--- src/rtl/drr_pkg.sv ---
// Package with the shared constants, types and slot search function of the picker.
`timescale 1ns / 1ps
package drr_pkg;

    localparam int NUM_SLOTS = 8;
    localparam int FRAC_BITS = 8;

    localparam int SLOT_W    = $clog2(NUM_SLOTS);
    localparam int CNT_W     = $clog2(2 * NUM_SLOTS + 1);
    localparam int WEIGHT_W  = 16;
    localparam int QUANT_W   = WEIGHT_W + 1;
    localparam int CFG_IDX_W = 3;
    localparam int CHOSEN_W  = 3;

    localparam logic [QUANT_W-1:0] ONE_FIXED = QUANT_W'(1) << FRAC_BITS;

    typedef enum logic [1:0] {
        ST_IDLE,
        ST_START,
        ST_PROBE
    } t_state;

    typedef struct packed {
        logic [NUM_SLOTS-1:0][WEIGHT_W-1:0] weight;
        logic [NUM_SLOTS-1:0]               present;
        logic [CNT_W-1:0]                   probes;
    } t_slot_info;

    typedef struct packed {
        logic               en;
        logic [SLOT_W-1:0]  addr;
        logic [QUANT_W-1:0] data;
    } t_qwr;

    function automatic logic [SLOT_W-1:0] next_present(input logic [NUM_SLOTS-1:0] mask,
                                                       input logic [SLOT_W-1:0] from);
        logic [SLOT_W:0]   idx;
        logic [SLOT_W-1:0] res;
        logic              hit;
        res = '0;
        hit = 1'b0;
        for (int k = 0; k < NUM_SLOTS; k++) begin
            idx = {1'b0, from} + (SLOT_W + 1)'(k);
            if (idx >= (SLOT_W + 1)'(NUM_SLOTS)) begin
                idx = idx - (SLOT_W + 1)'(NUM_SLOTS);
            end
            if (!hit && mask[idx[SLOT_W-1:0]]) begin
                res = idx[SLOT_W-1:0];
                hit = 1'b1;
            end
        end
        return res;
    endfunction

endpackage

--- src/rtl/drr_ram.sv ---
// Generic single-write, single-read RAM with a registered read port.
`timescale 1ns / 1ps
module drr_ram #(
    parameter int WIDTH = 8,
    parameter int DEPTH = 8
) (
    input  logic                     i_clk,
    input  logic                     i_wr_en,
    input  logic [$clog2(DEPTH)-1:0] i_wr_addr,
    input  logic [WIDTH-1:0]         i_wr_data,
    input  logic [$clog2(DEPTH)-1:0] i_rd_addr,
    output logic [WIDTH-1:0]         o_rd_data
);

    logic [WIDTH-1:0] r_mem [DEPTH];
    logic [WIDTH-1:0] r_rd_data;

    always_ff @(posedge i_clk) begin
        if (i_wr_en) begin
            r_mem[i_wr_addr] <= i_wr_data;
        end
        r_rd_data <= r_mem[i_rd_addr];
    end

    assign o_rd_data = r_rd_data;

endmodule

--- src/rtl/drr_weights.sv ---
// Weight register file with presence mask, probe budget and quantum writes when a slot is added or cleared.
`timescale 1ns / 1ps
module drr_weights (
    input  logic                           i_clk,
    input  logic                           i_rst_n,
    input  logic                           i_cfg_wr_en,
    input  logic [drr_pkg::CFG_IDX_W-1:0]  i_cfg_index,
    input  logic [drr_pkg::WEIGHT_W-1:0]   i_cfg_data,
    output drr_pkg::t_slot_info            o_info,
    output drr_pkg::t_qwr                  o_qwr
);
    import drr_pkg::*;

    logic [NUM_SLOTS-1:0][WEIGHT_W-1:0] r_weight;
    logic [NUM_SLOTS-1:0]               present;
    logic [CNT_W-1:0]                   count;
    logic                               idx_ok;
    logic [SLOT_W-1:0]                  sel;

    assign idx_ok = ({1'b0, i_cfg_index} < (CFG_IDX_W + 1)'(NUM_SLOTS));
    assign sel    = i_cfg_index[SLOT_W-1:0];

    always_ff @(posedge i_clk) begin
        if (!i_rst_n) begin
            r_weight <= '0;
        end else if (i_cfg_wr_en && idx_ok) begin
            r_weight[sel] <= i_cfg_data;
        end
    end

    always_comb begin
        count = '0;
        for (int s = 0; s < NUM_SLOTS; s++) begin
            present[s] = (r_weight[s] != '0);
            count      = count + CNT_W'(present[s]);
        end
    end

    always_comb begin
        o_info.weight  = r_weight;
        o_info.present = present;
        o_info.probes  = count << 1;
        o_qwr.en   = i_cfg_wr_en && idx_ok && ((i_cfg_data == '0) || (r_weight[sel] == '0));
        o_qwr.addr = sel;
        o_qwr.data = QUANT_W'(i_cfg_data);
    end

endmodule

--- src/rtl/drr_engine.sv ---
// Pick sequencer that probes slot quanta in memory, one probe per cycle.
`timescale 1ns / 1ps
module drr_engine (
    input  logic                          i_clk,
    input  logic                          i_rst_n,
    input  logic                          i_in_valid,
    output logic                          o_in_ready,
    input  logic                          i_pick_request,
    output logic                          o_out_valid,
    input  logic                          i_out_ready,
    output logic [drr_pkg::CHOSEN_W-1:0]  o_chosen_slot,
    output logic                          o_found,
    input  drr_pkg::t_slot_info           i_info,
    output logic [drr_pkg::SLOT_W-1:0]    o_rd_addr,
    input  logic [drr_pkg::QUANT_W-1:0]   i_rd_data,
    output drr_pkg::t_qwr                 o_qwr
);
    import drr_pkg::*;

    t_state               r_state, n_state;
    logic [SLOT_W-1:0]    r_slot, n_slot;
    logic [SLOT_W-1:0]    r_ptr, n_ptr;
    logic [CNT_W-1:0]     r_left, n_left;
    logic                 r_fwd, n_fwd;
    logic [QUANT_W-1:0]   r_fwd_data, n_fwd_data;
    logic                 r_out_valid, n_out_valid;
    logic [CHOSEN_W-1:0]  r_out_chosen, n_out_chosen;
    logic                 r_out_found, n_out_found;

    logic                 accept;
    logic                 start_pick;
    logic [QUANT_W-1:0]   quantum;
    logic                 hit;
    logic                 last;
    logic [QUANT_W-1:0]   wr_val;
    logic [SLOT_W-1:0]    slot_inc;
    logic [SLOT_W-1:0]    s_next;

    assign o_in_ready = (r_state == ST_IDLE) && (!r_out_valid || i_out_ready);
    assign accept     = i_in_valid && o_in_ready;
    assign start_pick = i_pick_request && (i_info.present != '0);
    assign quantum    = r_fwd ? r_fwd_data : i_rd_data;
    assign hit        = (quantum >= ONE_FIXED);
    assign last       = (r_left == CNT_W'(1));
    assign wr_val     = hit ? (quantum - ONE_FIXED)
                            : (quantum + QUANT_W'(i_info.weight[r_slot]));
    assign slot_inc   = (r_slot == SLOT_W'(NUM_SLOTS - 1)) ? '0 : (r_slot + SLOT_W'(1));
    assign s_next     = next_present(i_info.present, slot_inc);

    always_comb begin
        n_state = r_state;
        case (r_state)
            ST_IDLE: begin
                if (accept && start_pick) begin
                    n_state = ST_START;
                end
            end
            ST_START: begin
                n_state = ST_PROBE;
            end
            ST_PROBE: begin
                if (hit || last) begin
                    n_state = ST_IDLE;
                end
            end
            default: begin
                n_state = ST_IDLE;
            end
        endcase
    end

    always_comb begin
        n_slot       = r_slot;
        n_ptr        = r_ptr;
        n_left       = r_left;
        n_fwd        = r_fwd;
        n_fwd_data   = r_fwd_data;
        n_out_valid  = r_out_valid && !i_out_ready;
        n_out_chosen = r_out_chosen;
        n_out_found  = r_out_found;
        o_rd_addr    = r_slot;
        o_qwr.en     = 1'b0;
        o_qwr.addr   = r_slot;
        o_qwr.data   = wr_val;
        case (r_state)
            ST_IDLE: begin
                if (accept) begin
                    if (start_pick) begin
                        n_slot = next_present(i_info.present, r_ptr);
                        n_left = i_info.probes;
                    end else begin
                        n_out_valid  = 1'b1;
                        n_out_chosen = '0;
                        n_out_found  = 1'b0;
                    end
                end
            end
            ST_START: begin
                n_fwd = 1'b0;
            end
            ST_PROBE: begin
                o_qwr.en = 1'b1;
                if (hit) begin
                    n_ptr        = r_slot;
                    n_out_valid  = 1'b1;
                    n_out_chosen = CHOSEN_W'(r_slot);
                    n_out_found  = 1'b1;
                end else begin
                    n_ptr = s_next;
                    if (last) begin
                        n_out_valid  = 1'b1;
                        n_out_chosen = '0;
                        n_out_found  = 1'b0;
                    end else begin
                        o_rd_addr  = s_next;
                        n_slot     = s_next;
                        n_left     = r_left - CNT_W'(1);
                        n_fwd      = (s_next == r_slot);
                        n_fwd_data = wr_val;
                    end
                end
            end
            default: begin
                n_fwd = 1'b0;
            end
        endcase
    end

    always_ff @(posedge i_clk) begin
        if (!i_rst_n) begin
            r_state     <= ST_IDLE;
            r_ptr       <= '0;
            r_left      <= '0;
            r_fwd       <= 1'b0;
            r_out_valid <= 1'b0;
        end else begin
            r_state     <= n_state;
            r_ptr       <= n_ptr;
            r_left      <= n_left;
            r_fwd       <= n_fwd;
            r_out_valid <= n_out_valid;
        end
    end

    always_ff @(posedge i_clk) begin
        r_slot       <= n_slot;
        r_fwd_data   <= n_fwd_data;
        r_out_chosen <= n_out_chosen;
        r_out_found  <= n_out_found;
    end

    assign o_out_valid   = r_out_valid;
    assign o_chosen_slot = r_out_chosen;
    assign o_found       = r_out_found;

    a_budget_left: assert property (@(posedge i_clk) disable iff (!i_rst_n)
        (r_state == ST_PROBE) |-> (r_left != '0))
        else $error("probe started with no budget left");

    a_out_free: assert property (@(posedge i_clk) disable iff (!i_rst_n)
        (r_state == ST_PROBE) |-> !r_out_valid)
        else $error("result register busy while probing");

    a_probe_present: assert property (@(posedge i_clk) disable iff (!i_rst_n)
        (r_state == ST_PROBE) |-> i_info.present[r_slot])
        else $error("probing an absent slot");

    a_ptr_on_choice: assert property (@(posedge i_clk) disable iff (!i_rst_n)
        (r_out_valid && r_out_found) |-> (CHOSEN_W'(r_ptr) == r_out_chosen))
        else $error("pointer does not rest on the chosen slot");

endmodule

--- src/rtl/deficit_round_robin_picker_core.sv ---
// Top level of the deficit round robin slot picker.
//
//  channel  | handshake                      | payload
//  ---------+--------------------------------+-------------------------------
//  in       | i_in_valid / o_in_ready        | i_pick_request
//  out      | o_out_valid / i_out_ready      | o_chosen_slot, o_found
//  cfg      | i_cfg_wr_en                    | i_cfg_index, i_cfg_data
//
// A pick beat goes from acceptance through the start state and P probes to its result,
// where P is the number of probes, at most twice the present slots.
// A beat without a pick, or with no slot present, has its result in the next cycle.
// Probes run one per cycle through the read port of the quantum memory.
// Reset is synchronous and clears weights, pointer and control; no clearing pass.
// A stalled result holds the output register and the input side stays not ready.
`timescale 1ns / 1ps
module deficit_round_robin_picker_core (
    input  logic                          i_clk,
    input  logic                          i_rst_n,
    input  logic                          i_in_valid,
    output logic                          o_in_ready,
    input  logic                          i_pick_request,
    output logic                          o_out_valid,
    input  logic                          i_out_ready,
    output logic [drr_pkg::CHOSEN_W-1:0]  o_chosen_slot,
    output logic                          o_found,
    input  logic                          i_cfg_wr_en,
    input  logic [drr_pkg::CFG_IDX_W-1:0] i_cfg_index,
    input  logic [drr_pkg::WEIGHT_W-1:0]  i_cfg_data
);
    import drr_pkg::*;

    t_slot_info          info;
    t_qwr                cfg_qwr;
    t_qwr                eng_qwr;
    t_qwr                ram_qwr;
    logic [SLOT_W-1:0]   rd_addr;
    logic [QUANT_W-1:0]  rd_data;

    drr_weights u_weights (
        .i_clk       (i_clk),
        .i_rst_n     (i_rst_n),
        .i_cfg_wr_en (i_cfg_wr_en),
        .i_cfg_index (i_cfg_index),
        .i_cfg_data  (i_cfg_data),
        .o_info      (info),
        .o_qwr       (cfg_qwr)
    );

    assign ram_qwr = eng_qwr.en ? eng_qwr : cfg_qwr;

    drr_ram #(
        .WIDTH (QUANT_W),
        .DEPTH (NUM_SLOTS)
    ) u_quantum_ram (
        .i_clk     (i_clk),
        .i_wr_en   (ram_qwr.en),
        .i_wr_addr (ram_qwr.addr),
        .i_wr_data (ram_qwr.data),
        .i_rd_addr (rd_addr),
        .o_rd_data (rd_data)
    );

    drr_engine u_engine (
        .i_clk          (i_clk),
        .i_rst_n        (i_rst_n),
        .i_in_valid     (i_in_valid),
        .o_in_ready     (o_in_ready),
        .i_pick_request (i_pick_request),
        .o_out_valid    (o_out_valid),
        .i_out_ready    (i_out_ready),
        .o_chosen_slot  (o_chosen_slot),
        .o_found        (o_found),
        .i_info         (info),
        .o_rd_addr      (rd_addr),
        .i_rd_data      (rd_data),
        .o_qwr          (eng_qwr)
    );

endmodule

--- config.mk ---
export PLATFORM = sky130hd
export DESIGN_NAME = deficit_round_robin_picker_core
export DESIGN_NICKNAME = d
export VERILOG_FILES = /design/src/rtl/drr_pkg.sv /design/src/rtl/drr_ram.sv /design/src/rtl/drr_weights.sv /design/src/rtl/drr_engine.sv /design/src/rtl/deficit_round_robin_picker_core.sv
export SDC_FILE = /design/constraint.sdc
export NUM_CORES = 1
export LEC_CHECK = 0
export ABC_AREA = 1
export BUFFER_PORTS_ARGS = -buffer_cell sky130_fd_sc_hd__buf_2
export CAP_MARGIN = 20
export CORE_MARGIN = 2
export CORE_UTILIZATION = 60
export CTS_CLUSTER_DIAMETER = 80
export DETAILED_ROUTE_END_ITERATION = 10
export HOLD_SLACK_MARGIN = 0.05
export PLACE_DENSITY = 0.77
export SETUP_SLACK_MARGIN = 0.15
export SYNTH_ARGS = -nofsm -noshare
export SYNTH_HDL_FRONTEND = slang
export SYNTH_HIERARCHICAL = 1
export SYNTH_SLANG_ARGS = --single-unit
--- constraint.sdc ---
create_clock -name i_clk -period 9.1 [get_ports i_clk]
set_clock_uncertainty 0.05 [all_clocks]
set_input_delay 2.275 -clock i_clk [delete_from_list [all_inputs] [get_ports i_clk]]
set_output_delay 2.275 -clock i_clk [all_outputs]
set_load 0.05 [all_outputs]
# Word-level counts from Yosys, hierarchy flattened
# Memory sizes are Yosys's and may differ from the RTL's. A register that Yosys moved wholly into a read port is not among the register bits.
# Index checks and enable logic that the tools add are counted.
# totals
regBits	164
mem_bits_rw	136
mem_count	1
inputBits	25
# op_classes
n_eq_ne	13
bitwise_logic	3
mux	170
order_cmp	36
n_reduce_logical	59
add_sub_neg	41
# mem_list
name	depth	word_bits	read_ports	rd_ports_with_merged_regs	wr	line	source
u_quantum_ram.r_mem	8	17	1	1	1	drr_ram.sv:15	logic [WIDTH-1:0] r_mem [DEPTH];
# op_table
cell	count
$mux W3	67
$bwmux W128	1
$reduce_bool A16 Y1	8
$bmux W16 S3	2
$lt A3 B4 Y1 const B	18
$mux W1	64
$ge A4 B4 Y1 const B	14
$bmux W1 S3	16
$demux W16 S3	1
$mux W16	3
$sub A3 B1 Y3 const B	16
$mux W17	2
$add A3 B3 Y4 const B	8
$logic_not A16 Y1	2
$add A4 B1 Y4	6
$logic_and A1 B1 Y1	21
$mux W21	1
$mux W5	4
$add A17 B16 Y17	1
$ge A17 B9 Y1 const B	1
$sub A17 B9 Y17 const B	1
$add A3 B2 Y4 const B	4
$logic_not A1 Y1	16
$pmux W3 S2	2
27 further kinds	43

# Longest topological paths before layout
# logic_depth
ltp_word	54
depth_mapped	29
depth_no_buf	26

# Cells and area by module
# Netlist, hierarchy kept.
# modules_own_cells
mod	instances	cells_per_inst	area_per_inst_um2
drr_weights	1	946	6457.4
drr_ram	1	623	6332.3
drr_engine	1	848	5117.4
deficit_round_robin_picker_core	1	66	272.8

# Least setup slack after synthesis
# OpenSTA, ideal clock, no wires.
# synth_timing
kind	in2out
from	input port i_out_ready
to	output port o_in_ready
arrival_ps	2982
cell_stages	2
slack_ps	3793
n_path_buf	0
cell_sequence	nor2_1 nor2_1
# synth_via
elab_chain_len	2
# synth_lines
item	line	source
start, declared	deficit_round_robin_picker_core.sv:23	input logic i_out_ready,
$logic_or A1 B1 Y1	drr_engine.sv:39	assign o_in_ready = (r_state == ST_IDLE) && (!r_out_valid || i_out_ready);
$logic_and A1 B1 Y1	drr_engine.sv:39	
end, declared	deficit_round_robin_picker_core.sv:20	output logic o_in_ready,
# Every way passes these cells.

==> results.py <==
metrics = {
    "synthesis": {
        "synthCells": 2483,
        "synth_fa_ha_area_share_pct": 2.478,
        "synth_area_sq_um": 18180,
        "synth_edf_count": 160,
        "ys.flop_type": "edfxtp_1",
        "ys_warn_count": 6,
        "async_reset_ff_share_pct": 0,
        "yosys.area_share.simple_pct": 25.97,
        "synth_compound_gate_area_share_pct": 14.16,
        "synth-xor-area-share_pct": 1.060,
        "synth_top_area_share_pct": 26.43,
        "synth_mux_area_share_pct": 0.2822,
        "synth_top_cell_by_area": "edfxtp_1",
        "yosys.cell_types.count": 49,
        "ys_seq_area_share_pct": 43.72,
        "synth.area.top_cells": "edfxtp_1, dfxtp_1, nand2_1",
        "syn_avg_cell_area_sq_um": 7.322,
        "synth_top_family_by_area": "simple AND/OR/NAND/NOR gates",
        "ys_ff_latch": 317,
    },
    "detailed_routing": {
        "num_vias": 16765,
        "viasPerCell": 5.901,
        "initialDrtViolationCount": 2248,
        "ant_nets": 0,
        "first_pass_iters": 7,
        "drc_errors": 0,
        "wl_per_cell_um": 19.49,
        "routed_wirelength_um": 55370,
    },
    "timing": {
        "setup_viol": 0,
        "slew_headroom_pct": 25.46,
        "tightest_slew_ps": 1117,
        "max_freq_mhz": 179.8,
        "slew_viol_final": 0,
        "period_needed_ps": 5560,
        "period_share_pct": 61.10,
        "setup_ws_ps": 3540,
        "setup_tns_ps": 0,
        "rsz0062_at_grt": "no",
        "hold_viol_final": 0,
    },
    "clock_tree": {
        "clk_latency_ps": 530,
        "clk_path_buf_depth": 3,
        "cts_root_buf": "clkbuf_16",
        "htreeDepth": 2,
        "path_clk_slew_ps": 60,
        "cts_setup_buffers": 0,
        "ctsResizeCount": 0,
        "cts_hold_buf": 0,
        "cts_tree": "done",
        "cts_inserted_buffers": 36,
        "cts_sinks": 317,
    },
    "power_and_ir_drop": {
        "irDropWorstVdd_v": 0.0001621,
        "total_power_mw": 4.378,
        "p_leak_nw": 8.659,
        "pwr_density_cell_nw_per_um2": 226.3,
    },
    "worst_setup_path": {
        "critical_path_class": "reg2reg",
        "critPathCaptureType": "register",
        "reg2regPathDepth": 25,
        "crit_arrival_ps": 5980,
        "cp-start-kind": "register",
        "critical_path_required_ps": 9520,
        "cp_max_fo": 69,
    },
    "global_routing": {
        "grt_pass1_vias": 15424,
        "grt_pass1_wl_um": 84480,
        "antenna_found_initial": 0,
        "grt.total_usage_pct": 34.78,
        "grt_max_degree": 136,
        "overflow": 0,
    },
    "floorplanning": {
        "rows": 63,
        "chipHeight_um": 178.1,
        "fp.dieW_um": 178.1,
        "start_util_pct": 61.18,
        "dieArea_sq_um": 31710,
        "io-pin-count": 31,
        "core_area_sq_um": 29720,
    },
    "placement": {
        "gp_congestion": 0.9992,
        "preCtsSetupSlack_ps": 3140,
        "io_buffers": 30,
        "hpwl_um": 38450,
    },
    "job": {
        "maxCapViolCount": 0,
    },
    "final_layout": {
        "fin_nets": 2483,
        "drive_gt1_share_pct": 6.446,
        "fillerInstances": 2656,
        "area_growth_pct": 6.394,
        "diodes": 0,
    },
    "outcome": {
        "status": "finished clean",
    },
    "min_path": {
        "whs_path_depth": 2,
        "min-delay-path-class": "reg2reg",
    },
}
[worst max-delay path: stages (launching register included)]
cell and delay, ps:
dfxtp_1 320, nor4_1 860, nand4_1 570, inv_1 200
nand2_1 70, nand3_1 120, nand3_1 120, nand2_1 180
nand2_2 80, nor2_4 110, nand2_2 80, nor2_4 150
nand3_2 90, nand3_2 100, nand2_2 100, nand2_1 70
o211ai_1 190, o21ai_4 120, buf_4 600, inv_2 380
buf_4 400, nand2_1 110, nand3_1 120, nand2_1 120
nand2_1 60, nand2_1 100
[power breakdown]
group | internal, mW | switching (mW)
logic | 0.402 | 0.914
clock network | 0.868 | 0.583
registers | 1.57 | 0.0379
[cells in the final DEF, fill, tap and decap left out, types with 17 or more instances in the layout]
| cell | count |
|---|---|
| a21oi_1 | 149 |
| o2111ai_1 | 17 |
| buf_2 | 31 |
| inv_1 | 358 |
| nor4_1 | 38 |
| edfxtp_1 | 160 |
| dfxtp_1 | 157 |
| o21ai_0 | 237 |
| nand2_1 | 653 |
| nand4_1 | 20 |
| ha_1 | 28 |
| inv_2 | 17 |
| clkbuf_16 | 37 |
| nor2_2 | 20 |
| o21a_1 | 37 |
| nor2_1 | 152 |
| nand3_1 | 193 |
[final timing paths]
check | endpoint | slack (ps) | startpoint
max | u_quantum_ram/o_rd_data[16] | 3540 | u_weights/o_info[101]
min | u_weights/o_info[66] | 440 | u_weights/o_info[66]
max reg2reg | u_quantum_ram/o_rd_data[16] | 3540 | u_weights/o_info[101]
min reg2reg | u_weights/o_info[66] | 440 | u_weights/o_info[66]
[routing by layer]
| layer | wire length [um] | share of wire, % | GRT usage, % |
|---|---|---|---|
| met1 | 22470 | 41 | 47.13 |
| met2 | 24100 | 44 | 52.92 |
| met3 | 6088 | 11 | 7.566 |
| met4 | 2711 | 4.9 | 17.01 |
| met5 | 0 | 0 | 0 |
[flip-flops by register name, summed over array words and instances, names as in the netlist]
signal,flops
u_engine/o_found,1
u_engine/r_ptr,3
u_engine/r_fwd_data,17
u_engine/o_out_valid,1
u_quantum_ram/r_mem,136
u_quantum_ram/o_rd_data,17
u_engine/o_chosen_slot,3
u_engine/r_slot,3
u_engine/r_state,2
u_engine/r_fwd,1
u_engine/r_left,5
u_weights/o_info,128
[kinds of logic (layout without fill, tap and decap cells)]
kind of cell / Yosys count / count (layout)
other: 1 / 2
adders and majority gates: 33 / 33
and+or+nand+nor: 1113 / 1113
DFF: 317 / 317
muxes: 5 / 5
xor gates and xnor gates: 22 / 22
buffers and inverters: 520 / 487
AOI/OAI and AO/OA: 472 / 472
[layout make-up]
class | instances | area (sq um) | share of cell area [%]
clock inverter | 12 | 146.4 | 0.7568
sequential | 317 | 7948 | 41.09
timing repair buffer | 45 | 280.3 | 1.449
clock buffer | 52 | 1022 | 5.285
multi-input combinational | 1647 | 8038 | 41.56
tap | 390 | 488.0 | 2.523
inverter | 378 | 1420 | 7.342
[synthesized netlist by cell type, drive strengths merged, types with 4 or more instances]
| library cell | number |
|---|---|
| xnor2 | 9 |
| o2111ai | 17 |
| inv | 375 |
| fa | 5 |
| buf | 94 |
| dfxtp | 157 |
| edfxtp | 160 |
| ha | 28 |
| clkbuf | 48 |
| nor4 | 38 |
| xor2 | 13 |
| nor2 | 179 |
| o21ai | 248 |
| mux2i | 4 |
| a21oi | 150 |
| o21a | 37 |
| nand4 | 20 |
| or2 | 10 |
| nor3 | 7 |
| o22ai | 5 |
| nand3 | 195 |
| nand2 | 659 |
[through the flow]
| stage | instances | area (sq um) | utilization (%) | hold WS, ps |
|---|---|---|---|---|
| after global placement | 2773 | 18130 | 61.00 | 427.1 |
| after CTS | 2838 | 19300 | 64.95 | 434.8 |
| after detailed placement | 2774 | 18130 | 61.02 | 426.0 |
| after floorplan | 2484 | 18180 | - | 402.7 |
| after global routing | 2841 | 19340 | 65.09 | 462.2 |
| final | 2841 | 19340 | 65.09 | 444.9 |
(Power assumes the default switching activity.)
